<file path="src/rtl/acg_pkg.sv">
// Shared types and constants for the adaptive clock governor.
`timescale 1ns / 1ps

package acg_pkg;

  // Step sizes in MHz and the cool margin in 1/16 degree C.
  localparam int unsigned HardStepMhz    = 25;
  localparam int unsigned GentleStepMhz  = 10;
  localparam int unsigned RecoverStepMhz = 5;
  localparam int unsigned CoolMargin     = 48;

  // Register file reset values.
  localparam logic        EnabledRst  = 1'b1;
  localparam logic [11:0] CeilingRst  = 12'd500;
  localparam logic [11:0] FloorRst    = 12'd375;
  localparam logic [14:0] ErrTgtRst   = 15'd256;
  localparam logic [14:0] ErrCritRst  = 15'd768;
  localparam logic [11:0] GuardRst    = 12'd1040;
  localparam logic [15:0] IntervalRst = 16'd5000;
  localparam logic [7:0]  RecoverRst  = 8'd6;

  // Largest value the stable counter holds.
  localparam logic [7:0] StableMax = 8'd255;

  // Configuration register indexes.
  typedef enum logic [2:0] {
    REG_ENABLED  = 3'd0,
    REG_CEILING  = 3'd1,
    REG_FLOOR    = 3'd2,
    REG_ERR_TGT  = 3'd3,
    REG_ERR_CRIT = 3'd4,
    REG_GUARD    = 3'd5,
    REG_INTERVAL = 3'd6,
    REG_RECOVER  = 3'd7
  } reg_idx_t;

  // Current configuration as seen by the decision logic.
  typedef struct packed {
    logic        enabled;
    logic [11:0] ceiling;
    logic [11:0] floor_mhz;
    logic [14:0] err_tgt;
    logic [14:0] err_crit;
    logic [11:0] guard;
    logic [15:0] interval;
    logic [7:0]  recover;
  } cfg_t;

  // Governor state carried from one sample to the next.
  typedef struct packed {
    logic [11:0] target;
    logic [7:0]  stable;
    logic [47:0] last_time;
  } gov_state_t;

  // One sample.
  typedef struct packed {
    logic [47:0]        time_ms;
    logic signed [12:0] chip_temp;
    logic [14:0]        error_rate;
  } sample_t;

  // One result.
  typedef struct packed {
    logic        changed;
    logic        decided;
    logic [11:0] target_mhz;
  } result_t;

endpackage

</file>
<file path="src/rtl/acg_cfg_regs.sv">
// Configuration register file of the adaptive clock governor.
`timescale 1ns / 1ps

module acg_cfg_regs (
  input  logic                clk,
  input  logic                rst_n,
  input  logic                wr_en,
  input  acg_pkg::reg_idx_t   wr_idx,
  input  logic [15:0]         wr_data,
  output acg_pkg::cfg_t       cfg,
  output logic                ceiling_wr
);

  acg_pkg::cfg_t cfg_r;
  acg_pkg::cfg_t cfg_nxt;

  // Register write decode.
  always_comb begin
    cfg_nxt    = cfg_r;
    ceiling_wr = 1'b0;
    if (wr_en) begin
      unique case (wr_idx)
        acg_pkg::REG_ENABLED:  cfg_nxt.enabled   = wr_data[0];
        acg_pkg::REG_CEILING: begin
          cfg_nxt.ceiling = wr_data[11:0];
          ceiling_wr      = 1'b1;
        end
        acg_pkg::REG_FLOOR:    cfg_nxt.floor_mhz = wr_data[11:0];
        acg_pkg::REG_ERR_TGT:  cfg_nxt.err_tgt   = wr_data[14:0];
        acg_pkg::REG_ERR_CRIT: cfg_nxt.err_crit  = wr_data[14:0];
        acg_pkg::REG_GUARD:    cfg_nxt.guard     = wr_data[11:0];
        acg_pkg::REG_INTERVAL: cfg_nxt.interval  = wr_data;
        acg_pkg::REG_RECOVER:  cfg_nxt.recover   = wr_data[7:0];
        default: ;
      endcase
    end
  end

  always_ff @(posedge clk) begin
    if (!rst_n) begin
      cfg_r.enabled   <= acg_pkg::EnabledRst;
      cfg_r.ceiling   <= acg_pkg::CeilingRst;
      cfg_r.floor_mhz <= acg_pkg::FloorRst;
      cfg_r.err_tgt   <= acg_pkg::ErrTgtRst;
      cfg_r.err_crit  <= acg_pkg::ErrCritRst;
      cfg_r.guard     <= acg_pkg::GuardRst;
      cfg_r.interval  <= acg_pkg::IntervalRst;
      cfg_r.recover   <= acg_pkg::RecoverRst;
    end else begin
      cfg_r <= cfg_nxt;
    end
  end

  assign cfg = cfg_r;

endmodule

</file>
<file path="src/rtl/acg_decide.sv">
// Decision logic: next target, stable count and decision time for one sample.
`timescale 1ns / 1ps

module acg_decide (
  input  acg_pkg::cfg_t       cfg,
  input  acg_pkg::gov_state_t cur,
  input  acg_pkg::sample_t    smp,
  output acg_pkg::gov_state_t nxt,
  output acg_pkg::result_t    res
);

  logic [48:0]        elapsed;
  logic               hold;
  logic signed [13:0] temp;
  logic signed [13:0] guard;
  logic signed [13:0] cool_lim;
  logic               valid_t;
  logic               hot;
  logic               cool;
  logic [7:0]         stable_inc;
  logic signed [13:0] t_base;
  logic signed [13:0] t_step;
  logic signed [13:0] t_floor;
  logic signed [13:0] t_ceil;
  logic [11:0]        t_clamped;
  logic [7:0]         stable_new;

  // Time since the last decision; a borrow means time went backwards.
  assign elapsed = {1'b0, smp.time_ms} - {1'b0, cur.last_time};
  assign hold    = (cur.last_time != 48'd0) &&
                   (elapsed[48] || (elapsed[47:0] < {32'd0, cfg.interval}));

  // Temperature classification.
  assign temp     = 14'(smp.chip_temp);
  assign guard    = signed'({2'b00, cfg.guard});
  assign cool_lim = guard - 14'(acg_pkg::CoolMargin);
  assign valid_t  = temp > 14'sd0;
  assign hot      = valid_t && (temp > guard);
  assign cool     = !valid_t || (temp < cool_lim);

  assign stable_inc = (cur.stable < acg_pkg::StableMax) ? cur.stable + 8'd1 : cur.stable;
  assign t_base     = signed'({2'b00, cur.target});
  assign t_floor    = signed'({2'b00, cfg.floor_mhz});
  assign t_ceil     = signed'({2'b00, cfg.ceiling});

  // Pick the step and the new stable count.
  always_comb begin
    if (smp.error_rate > cfg.err_crit) begin
      t_step     = t_base - 14'(acg_pkg::HardStepMhz);
      stable_new = 8'd0;
    end else if ((smp.error_rate > cfg.err_tgt) || hot) begin
      t_step     = t_base - 14'(acg_pkg::GentleStepMhz);
      stable_new = 8'd0;
    end else if ((stable_inc >= cfg.recover) && cool) begin
      t_step     = t_base + 14'(acg_pkg::RecoverStepMhz);
      stable_new = 8'd0;
    end else begin
      t_step     = t_base;
      stable_new = stable_inc;
    end
  end

  // When the two cross, a step below the floor gives the floor and any other step gives the ceiling.
  always_comb begin
    if (t_step < t_floor) begin
      t_clamped = cfg.floor_mhz;
    end else if (t_step > t_ceil) begin
      t_clamped = cfg.ceiling;
    end else begin
      t_clamped = t_step[11:0];
    end
  end

  // Disabled, held or decided.
  always_comb begin
    nxt         = cur;
    res.decided = 1'b0;
    if (!cfg.enabled) begin
      nxt.target = cfg.ceiling;
    end else if (!hold) begin
      nxt.target    = t_clamped;
      nxt.stable    = stable_new;
      nxt.last_time = smp.time_ms;
      res.decided   = 1'b1;
    end
    res.target_mhz = nxt.target;
    res.changed    = nxt.target != cur.target;
  end

endmodule

</file>
<file path="src/rtl/adaptive_clock_governor_top.sv">
// Top level of the adaptive clock governor.
`timescale 1ns / 1ps
// Adaptive clock governor.
// Input stream: one word per sample carrying the error rate, the chip
// temperature and a millisecond timestamp. Output stream: one word per
// sample with the new frequency target and the decided and changed flags.
// Configuration channel: writes one of eight registers by index; cfg_ready
// is always high. The user must write registers only while no sample is in flight; the block does not enforce this.
// Writing the ceiling also loads it into the target and clears the stable
// count.
// A sample passes through the input register, then through the decision
// logic into the output register, which also updates the governor state.
// One sample per cycle is sustained while out_tready stays high, limited
// by the state feedback loop.
// When the receiver stalls, the output word holds, the input register fills
// and in_tready falls only once both stages are occupied.
// Reset loads the register defaults, sets the target to 500 MHz, clears the
// stable count and the decision time, and empties both stages.

module adaptive_clock_governor_top (
  input  logic        clk,
  input  logic        rst_n,
  input  logic        in_tvalid,
  output logic        in_tready,
  // [14:0] error_rate, [27:15] chip_temp, [75:28] time_ms, [79:76] zero
  input  logic [79:0] in_tdata,
  output logic        out_tvalid,
  input  logic        out_tready,
  // [11:0] target_mhz, [12] decided, [13] changed, [15:14] zero
  output logic [15:0] out_tdata,
  input  logic        cfg_valid,
  output logic        cfg_ready,
  input  logic [2:0]  cfg_addr,
  input  logic [15:0] cfg_wdata
);

  acg_pkg::cfg_t       cfg;
  logic                ceiling_wr;
  acg_pkg::sample_t    smp_r;
  logic                smp_vld_r;
  acg_pkg::gov_state_t st_r;
  acg_pkg::gov_state_t st_nxt;
  acg_pkg::result_t    res;
  acg_pkg::result_t    res_r;
  logic                out_vld_r;
  logic                out_free;
  logic                adv;

  assign cfg_ready = 1'b1;

  acg_cfg_regs u_regs (
    .clk        (clk),
    .rst_n      (rst_n),
    .wr_en      (cfg_valid),
    .wr_idx     (acg_pkg::reg_idx_t'(cfg_addr)),
    .wr_data    (cfg_wdata),
    .cfg        (cfg),
    .ceiling_wr (ceiling_wr)
  );

  // Handshake: output register frees when taken, input register when it advances.
  assign out_free  = !out_vld_r || out_tready;
  assign adv       = smp_vld_r && out_free;
  assign in_tready = !smp_vld_r || out_free;

  // Input register.
  always_ff @(posedge clk) begin
    if (!rst_n) begin
      smp_vld_r <= 1'b0;
    end else if (in_tready) begin
      smp_vld_r <= in_tvalid;
    end
  end

  always_ff @(posedge clk) begin
    if (in_tready && in_tvalid) begin
      smp_r <= acg_pkg::sample_t'(in_tdata[75:0]);
    end
  end

  acg_decide u_decide (
    .cfg (cfg),
    .cur (st_r),
    .smp (smp_r),
    .nxt (st_nxt),
    .res (res)
  );

  // Governor state; a ceiling write reloads the target.
  always_ff @(posedge clk) begin
    if (!rst_n) begin
      st_r.target    <= acg_pkg::CeilingRst;
      st_r.stable    <= 8'd0;
      st_r.last_time <= 48'd0;
    end else if (cfg_valid && ceiling_wr) begin
      st_r.target <= cfg_wdata[11:0];
      st_r.stable <= 8'd0;
    end else if (adv) begin
      st_r <= st_nxt;
    end
  end

  // Output register.
  always_ff @(posedge clk) begin
    if (!rst_n) begin
      out_vld_r <= 1'b0;
    end else if (out_free) begin
      out_vld_r <= smp_vld_r;
    end
  end

  always_ff @(posedge clk) begin
    if (adv) begin
      res_r <= res;
    end
  end

  assign out_tvalid = out_vld_r;
  assign out_tdata  = {2'b00, res_r};

endmodule

</file>
<file path="config.mk">
export PLATFORM = sky130hd
export DESIGN_NAME = adaptive_clock_governor_top
export DESIGN_NICKNAME = d
export VERILOG_FILES = /design/src/rtl/acg_pkg.sv /design/src/rtl/acg_cfg_regs.sv /design/src/rtl/acg_decide.sv /design/src/rtl/adaptive_clock_governor_top.sv
export SDC_FILE = /design/constraint.sdc
export NUM_CORES = 1
export LEC_CHECK = 0
export ABC_CLOCK_PERIOD_IN_PS = 11300
export BUFFER_PORTS_ARGS = -buffer_cell sky130_fd_sc_hd__buf_4
export CAP_MARGIN = 20
export CORE_MARGIN = 2
export CORE_UTILIZATION = 40
export DETAILED_ROUTE_END_ITERATION = 8
export GPL_TIMING_DRIVEN = 0
export PLACE_DENSITY = 0.66
export SYNTH_ARGS = -nofsm -noshare
export SYNTH_HDL_FRONTEND = slang
export SYNTH_SLANG_ARGS = --single-unit
</file>
<file path="constraint.sdc">
create_clock -name clk -period 11.3 [get_ports clk]
set_input_delay 2.26 -clock clk [delete_from_list [all_inputs] [get_ports clk]]
set_output_delay 2.26 -clock clk [all_outputs]
set_load 0.1 [all_outputs]
</file>
=== After elaboration in Yosys (flattened, before gate mapping) ===
Cells that the tools add are included.

* Flip-flop bits (word level): 251
* Bits of input ports: 104
* Output and inout bits: 19
* Word-level logic and storage cells: 91

* $add $sub $neg: 6
* Order comparisons: 10
* Equality and inequality tests: 8
* Multiplexer cells: 17
* Bitwise operators: 3
* Reduce and logical (&&, ||, !) cells: 28

{| class="wikitable"
|+ Operator list
! cell !! count
|-
| $mux W68 || 2
|-
| $mux W56 || 1
|-
| $sub A48 B48 Y49 || 1
|-
| $lt A48 B16 Y1 || 1
|-
| $reduce_bool A48 Y1 || 1
|-
| $mux W14 || 3
|-
| $mux W12 || 3
|-
| $mux W8 || 4
|-
| $gt A15 B15 Y1 || 2
|-
| $mux W20 || 1
|-
| $reduce_and A2 Y1 || 8
|-
| $gt A14 B13 Y1 || 1
|-
| $lt A14 B13 Y1 || 1
|-
| $add A12 B3 Y13 const B || 1
|-
| $gt A13 B1 Y1 const B || 1
|-
| $gt A13 B13 Y1 || 1
|-
| $lt A13 B13 Y1 || 1
|-
| $sub A12 B4 Y13 const B || 1
|-
| $sub A12 B5 Y13 const B || 1
|-
| $sub A12 B6 Y13 const B || 1
|-
| $eq A3 B3 Y1 const B || 4
|-
| $ne A12 B12 Y1 || 1
|-
| $add A8 B1 Y8 const B || 1
|-
| $ge A8 B8 Y1 || 1
|-
| 13 further kinds || 29
|}

=== Logic depth before layout (Yosys ltp) ===
* Depth after elaboration: 14
* Mapped depth: 30
* Mapped depth without buffers: 28

=== Hierarchy ===
Synthesis repeated with hierarchy kept, for this count alone.

* Cell total of the unflattened synthesis: 2,072
* Area total of the unflattened synthesis: 18,192.4 µm²

{| class="wikitable"
|+ By module, submodules not included
! module !! instances !! cells an instance !! area an instance (µm²) !! sequential area each (µm²)
|-
| acg_decide || 1 || 1,311 || 9,043.7 || 0.0
|-
| adaptive_clock_governor_top || 1 || 421 || 5,599.1 || 4,103.9
|-
| acg_cfg_regs || 1 || 340 || 3,549.7 || 1,821.7
|}

=== Worst setup path before layout ===
OpenSTA, ideal clock, no wires.

* Path kind: register to register
* Start: register st_r[48] (netlist name)
* End: register res_r (netlist bit out_tdata[13]) (data pin)
* Setup time: 0.288 ns
* Arrival time: 5.581 ns
* Required time: 11.012 ns
* Path slack: 5.431 ns
* Cell stages (with the launch flop): 30
* Path buffers: 1
* Clock period less this slack: 5.869 ns
* Path through: dfxtp_1 ha_1 nand2_1 nor2_1 nand3_1 nand2b_1 nor2_1 xor2_1 ha_1 and3_1 nand3_1 o21ai_0 o31ai_1 or2_2 o31a_1 o21ai_0 xor2_1 ha_1 a21o_1 a21o_1 a21oi_1 o21ai_0 o22a_1 o21ai_2 buf_6 mux2_4 xnor2_1 o31a_1 a2111oi_2 a41oi_1

{| class="wikitable"
|+ RTL lines
! what !! RTL line !! text
|-
| start, declared || adaptive_clock_governor_top.sv:41 || <nowiki>acg_pkg::gov_state_t st_r;</nowiki>
|-
| start signal, assigned || adaptive_clock_governor_top.sv:99 || <nowiki>st_r <= st_nxt;</nowiki>
|-
| end signal, assigned || adaptive_clock_governor_top.sv:114 || <nowiki>res_r <= res;</nowiki>
|-
| end, declared || adaptive_clock_governor_top.sv:44 || <nowiki>acg_pkg::result_t res_r;</nowiki>
|}

==> impl_table.tex <==
\begin{tabular}{lr}
\hline
Metric & Value \\
\hline
\multicolumn{2}{l}{\textbf{Route}} \\
Antenna-violating nets left & 0 \\
Per-cell via count in the routed design & 5.63 \\
Number of detailed-routing iterations run before antenna repair & 5 \\
Routed wire length & around 52 mm \\
First DRT Iteration DRCs & 1,219 \\
DRC viols & 0 \\
Total via count after detailed routing & 15.2k \\
Drt wl/cell & 19.2 um \\
\multicolumn{2}{l}{\textbf{CTS}} \\
Clock-pin slew on the worst setup and hold paths & 0.06 ns \\
Clk Latency, worst-skew pair & 0.57 ns \\
Clock tree from TritonCTS & done \\
Count of buffers added by post-CTS timing repair for setup & 0 \\
Number of CTS-inserted buffers & 29 \\
CTS resizes & 0 \\
Sink Count & around 250 \\
Hold bufs inserted after CTS & 0 \\
Root Buffer & sky130\_fd\_sc\_hd\_\_clkbuf\_16 \\
Clock Path Buffers & 3 \\
Total number of H-tree levels & 1 \\
\multicolumn{2}{l}{\textbf{Timing}} \\
Least-Margin Pin Slew & 0.865 ns \\
Final max-slew violation count & 0 \\
Remaining max-slew budget at the tightest pin & 0.423 \\
Worst Setup Slack, final & 3.88 ns \\
Worst-case clock skew & $\sim$0.016 ns \\
Final clock period utilization by the worst path & 0.657 \\
Final setup fails & 0 \\
Fin crit period & approximately 7.4 ns \\
Hold violation count in the final report & 0 \\
Maximum operating frequency & approximately 130 MHz \\
Setup TNS Final & 0 ns \\
Unrepaired setup endpoints after global routing & no \\
\multicolumn{2}{l}{\textbf{GRT}} \\
Met3 usage in global routing & 0.0248 \\
Met2 demand-to-capacity share in global routing & 0.410 \\
Via count of the first global-routing pass & 14.7k \\
Met1 track utilization from global routing & 0.298 \\
Largest net degree at the start of global routing & 47 \\
Most Used Layer, Global Route & met2 \\
Total routing resource utilization after global routing & 0.235 \\
First-pass GRT wire length & 81.3 mm \\
Antenna violations before repair & 0 \\
Grt ovf & 0 \\
\multicolumn{2}{l}{\textbf{Min path}} \\
Worst min-delay path startpoint & u\_regs.cfg[25] \\
Hold crit path type & reg2reg \\
Count of cells along the worst hold path & 2 \\
\multicolumn{2}{l}{\textbf{Floorplan}} \\
Number of cell rows & 75 \\
Core box area & around 42,000 um\^{}2 \\
X dimension of the die & 209 um \\
Die area & 43,700 um\^{}2 \\
IO Pins & 123 \\
Vertical die dimension & $\sim$210 um \\
Initial standard-cell utilization of the core & 0.403 \\
\multicolumn{2}{l}{\textbf{Worst setup path}} \\
Largest driver fanout on the critical path & 10 \\
Worst Setup Path Type & reg2reg \\
Data required time at the worst endpoint & 11.55 ns \\
Timing startpoint of the critical path & u\_regs.cfg[28] \\
Beginning of the worst register-to-register path & u\_regs.cfg[28] \\
Critical path startpoint category & register \\
R2R depth & 22 \\
CP Capture Type & register \\
Worst Path Arrival & 7.67 ns \\
\multicolumn{2}{l}{\textbf{Logic synthesis}} \\
Async set or reset register ratio after synthesis & 0 \\
Largest family of logic cells by synthesized area & compound AO/OA/AOI/OAI gates \\
Post-synthesis share of cell area spent on and, or, nand and nor gates & 0.190 \\
Synth Area in Compound Gates & 0.200 \\
Portion of the post-synthesis area used by sequential elements & 0.352 \\
Synth top area cells & sky130\_fd\_sc\_hd\_\_dfxtp\_1, sky130\_fd\_sc\_hd\_\_edfxtp\_1, sky130\_fd\_sc\_hd\_\_ha\_1 \\
Most instantiated flip-flop cell in the synthesis netlist & sky130\_fd\_sc\_hd\_\_dfxtp\_1 \\
Top cell type by total area after synthesis & sky130\_fd\_sc\_hd\_\_dfxtp\_1 \\
Area share of the largest cell type after synthesis & 0.192 \\
Netlist area before placement & between 15,000 and 20,000 um\^{}2 \\
Number of library cell types mapped by synthesis & 89 \\
Number of warnings printed during yosys synthesis & 0 \\
Mean instance size in the synthesized netlist & 8.42 um\^{}2 \\
Multiplexer fraction of the synthesized cell area & 0.0501 \\
Share of synthesized cell area in full adder, half adder and majority cells & 0.114 \\
Post-synth EDFFs & 90 \\
Fraction of synthesized cell area in xor and xnor cells & 0.0323 \\
Gate count after technology mapping & 1,998 \\
Number of flip-flops and latches in the synthesized netlist & $\sim$250 \\
\multicolumn{2}{l}{\textbf{Pwr}} \\
Power density of the placed cells & 143 nW/um\^{}2 \\
Worst IR drop on VDD & 0.115 mV \\
Leak pwr & between 7 and 8 nW \\
Overall power after layout & between 2 and 3 mW \\
\multicolumn{2}{l}{\textbf{Finish}} \\
Antenna cells & 0 \\
P\&R area growth vs syn & 15.1\% \\
Share of the core filled with cells in the final layout & 0.463 \\
Net count, final & 2,400 \\
Fraction of layout cells with a size suffix above 1 & 0.0974 \\
Fill cells & 4,069 \\
\multicolumn{2}{l}{\textbf{Place}} \\
Estimated wirelength of the detail-placed design & 40.5 mm \\
Minimum setup slack after placement & 4.05 ns \\
Weighted congestion reported at the end of routability-driven placement & 0.991 \\
Port bufs & 111 \\
\multicolumn{2}{l}{\textbf{Status}} \\
Run status & finished clean \\
\multicolumn{2}{l}{\textbf{Job}} \\
Max-cap viol count & 0 \\
\hline
\end{tabular}
[per-layer routing]
| metal | part of all wire | vias up | routed length (um) |
|---|---|---|---|
| li1 | - | 7438 | - |
| met3 | 0.052 | 107 | 2680 |
| met5 | 0 | - | 0 |
| met1 | 0.43 | 7184 | 22500 |
| met2 | 0.48 | 496 | 24900 |
| met4 | 0.036 | 0 | 1870 |
[placed cells by master, fill, tap and decap left out, types with 32 or more instances in the layout]
master | netlist | final
sky130_fd_sc_hd__a21oi_1 | 120 | 120
sky130_fd_sc_hd__mux2i_1 | 76 | 76
sky130_fd_sc_hd__nor2_1 | 94 | 94
sky130_fd_sc_hd__inv_1 | 156 | 156
sky130_fd_sc_hd__edfxtp_1 | 90 | 90
sky130_fd_sc_hd__a21boi_0 | 75 | 75
sky130_fd_sc_hd__o21ai_0 | 77 | 77
sky130_fd_sc_hd__nand4_1 | 39 | 39
sky130_fd_sc_hd__ha_1 | 152 | 152
sky130_fd_sc_hd__o211ai_1 | 36 | 36
sky130_fd_sc_hd__clkbuf_1 | 73 | 80
sky130_fd_sc_hd__dfxtp_1 | 161 | 161
sky130_fd_sc_hd__xor2_1 | 32 | 32
sky130_fd_sc_hd__buf_4 | 6 | 117
sky130_fd_sc_hd__nand2_1 | 376 | 376
[logic make-up (layout without fill, tap and decap cells)]
family                   count (synthesis)  count (layout)
buffers and inverters                  254             421
adder cells (fa/ha/maj)                153             153
XOR/XNOR                                62              62
flip-flops                             251             251
AO/OA/AOI/OAI                          496             496
AND/OR/NAND/NOR                        697             697
other                                    2               3
multiplexers                            83              83
[sequential cells by signal, indices dropped and copies added (netlist names)]
signal and count:
smp_vld_r 1, st_r 68, u_regs.cfg 91, out_tvalid 1
out_tdata 14, smp_r 76
[cells in the mapped netlist (39+ instances only)]
cell                         n
sky130_fd_sc_hd__inv_1     156
sky130_fd_sc_hd__o21ai_0    77
sky130_fd_sc_hd__nand4_1    39
sky130_fd_sc_hd__edfxtp_1   90
sky130_fd_sc_hd__nand2_1   376
sky130_fd_sc_hd__clkbuf_1   73
sky130_fd_sc_hd__nor2_1     94
sky130_fd_sc_hd__mux2i_1    76
sky130_fd_sc_hd__dfxtp_1   161
sky130_fd_sc_hd__a21boi_0   75
sky130_fd_sc_hd__a21oi_1   120
sky130_fd_sc_hd__ha_1      152
[worst max-delay path, cell delays in order, from the launching register on]
cell	delay (ns)
sky130_fd_sc_hd__dfxtp_1	0.37
sky130_fd_sc_hd__ha_1	0.28
sky130_fd_sc_hd__or4_1	0.51
sky130_fd_sc_hd__ha_1	0.34
sky130_fd_sc_hd__nor2b_1	0.18
sky130_fd_sc_hd__a311oi_1	0.11
sky130_fd_sc_hd__o311ai_0	0.26
sky130_fd_sc_hd__o31ai_1	0.36
sky130_fd_sc_hd__nor4_2	0.77
sky130_fd_sc_hd__nand3_1	0.16
sky130_fd_sc_hd__a32oi_1	0.48
sky130_fd_sc_hd__xor2_1	0.34
sky130_fd_sc_hd__ha_1	0.31
sky130_fd_sc_hd__a21oi_1	0.15
sky130_fd_sc_hd__nor2b_1	0.05
sky130_fd_sc_hd__o21ai_0	0.14
sky130_fd_sc_hd__nand2b_1	0.09
sky130_fd_sc_hd__o41a_1	0.40
sky130_fd_sc_hd__o21ai_2	0.45
sky130_fd_sc_hd__clkbuf_1	0.44
sky130_fd_sc_hd__o221ai_1	0.30
sky130_fd_sc_hd__a2111oi_2	0.40
sky130_fd_sc_hd__a41oi_1	0.19
[report_power, final]
group	internal (mW)	total, mW	leakage [nW]	switching (mW)
logic	0.280	0.774	4.80	0.494
registers	0.990	1.02	2.18	0.0320
clock network	0.577	0.967	0.473	0.391
[path summary, 6_finish.rpt]
kind / to / slack [ns]
worst max-delay path: out_tdata[13] / 3.88
worst min-delay path: u_regs.cfg[25] / 0.47
worst max register to register: out_tdata[13] / 3.88
worst min register to register: u_regs.cfg[25] / 0.47
[stage by stage]
| stage | hold WS [ns] | cells | instance area [um^2] |
|---|---|---|---|
| CTS | 0.467 | 2704 | 19300 |
| global placement | 0.452 | 2649 | 18300 |
| floorplan | 0.441 | 1999 | 16800 |
| finish | 0.466 | 2705 | 19400 |
| global route | 0.483 | 2705 | 19400 |
| detailed placement | 0.458 | 2650 | 18400 |
[final cells by class]
type                       count  area (um^2)  area share
buffer                        98          437      0.0226
clock buffer                  39          816      0.0422
clock inverter                15          168     0.00866
inverter                     156          586      0.0303
multi-input combinational   1494         9880       0.510
sequential                   251         5930       0.306
tap                          539          674      0.0348
timing repair buffer         113          868      0.0449
Power figures use the tool's default switching activity.
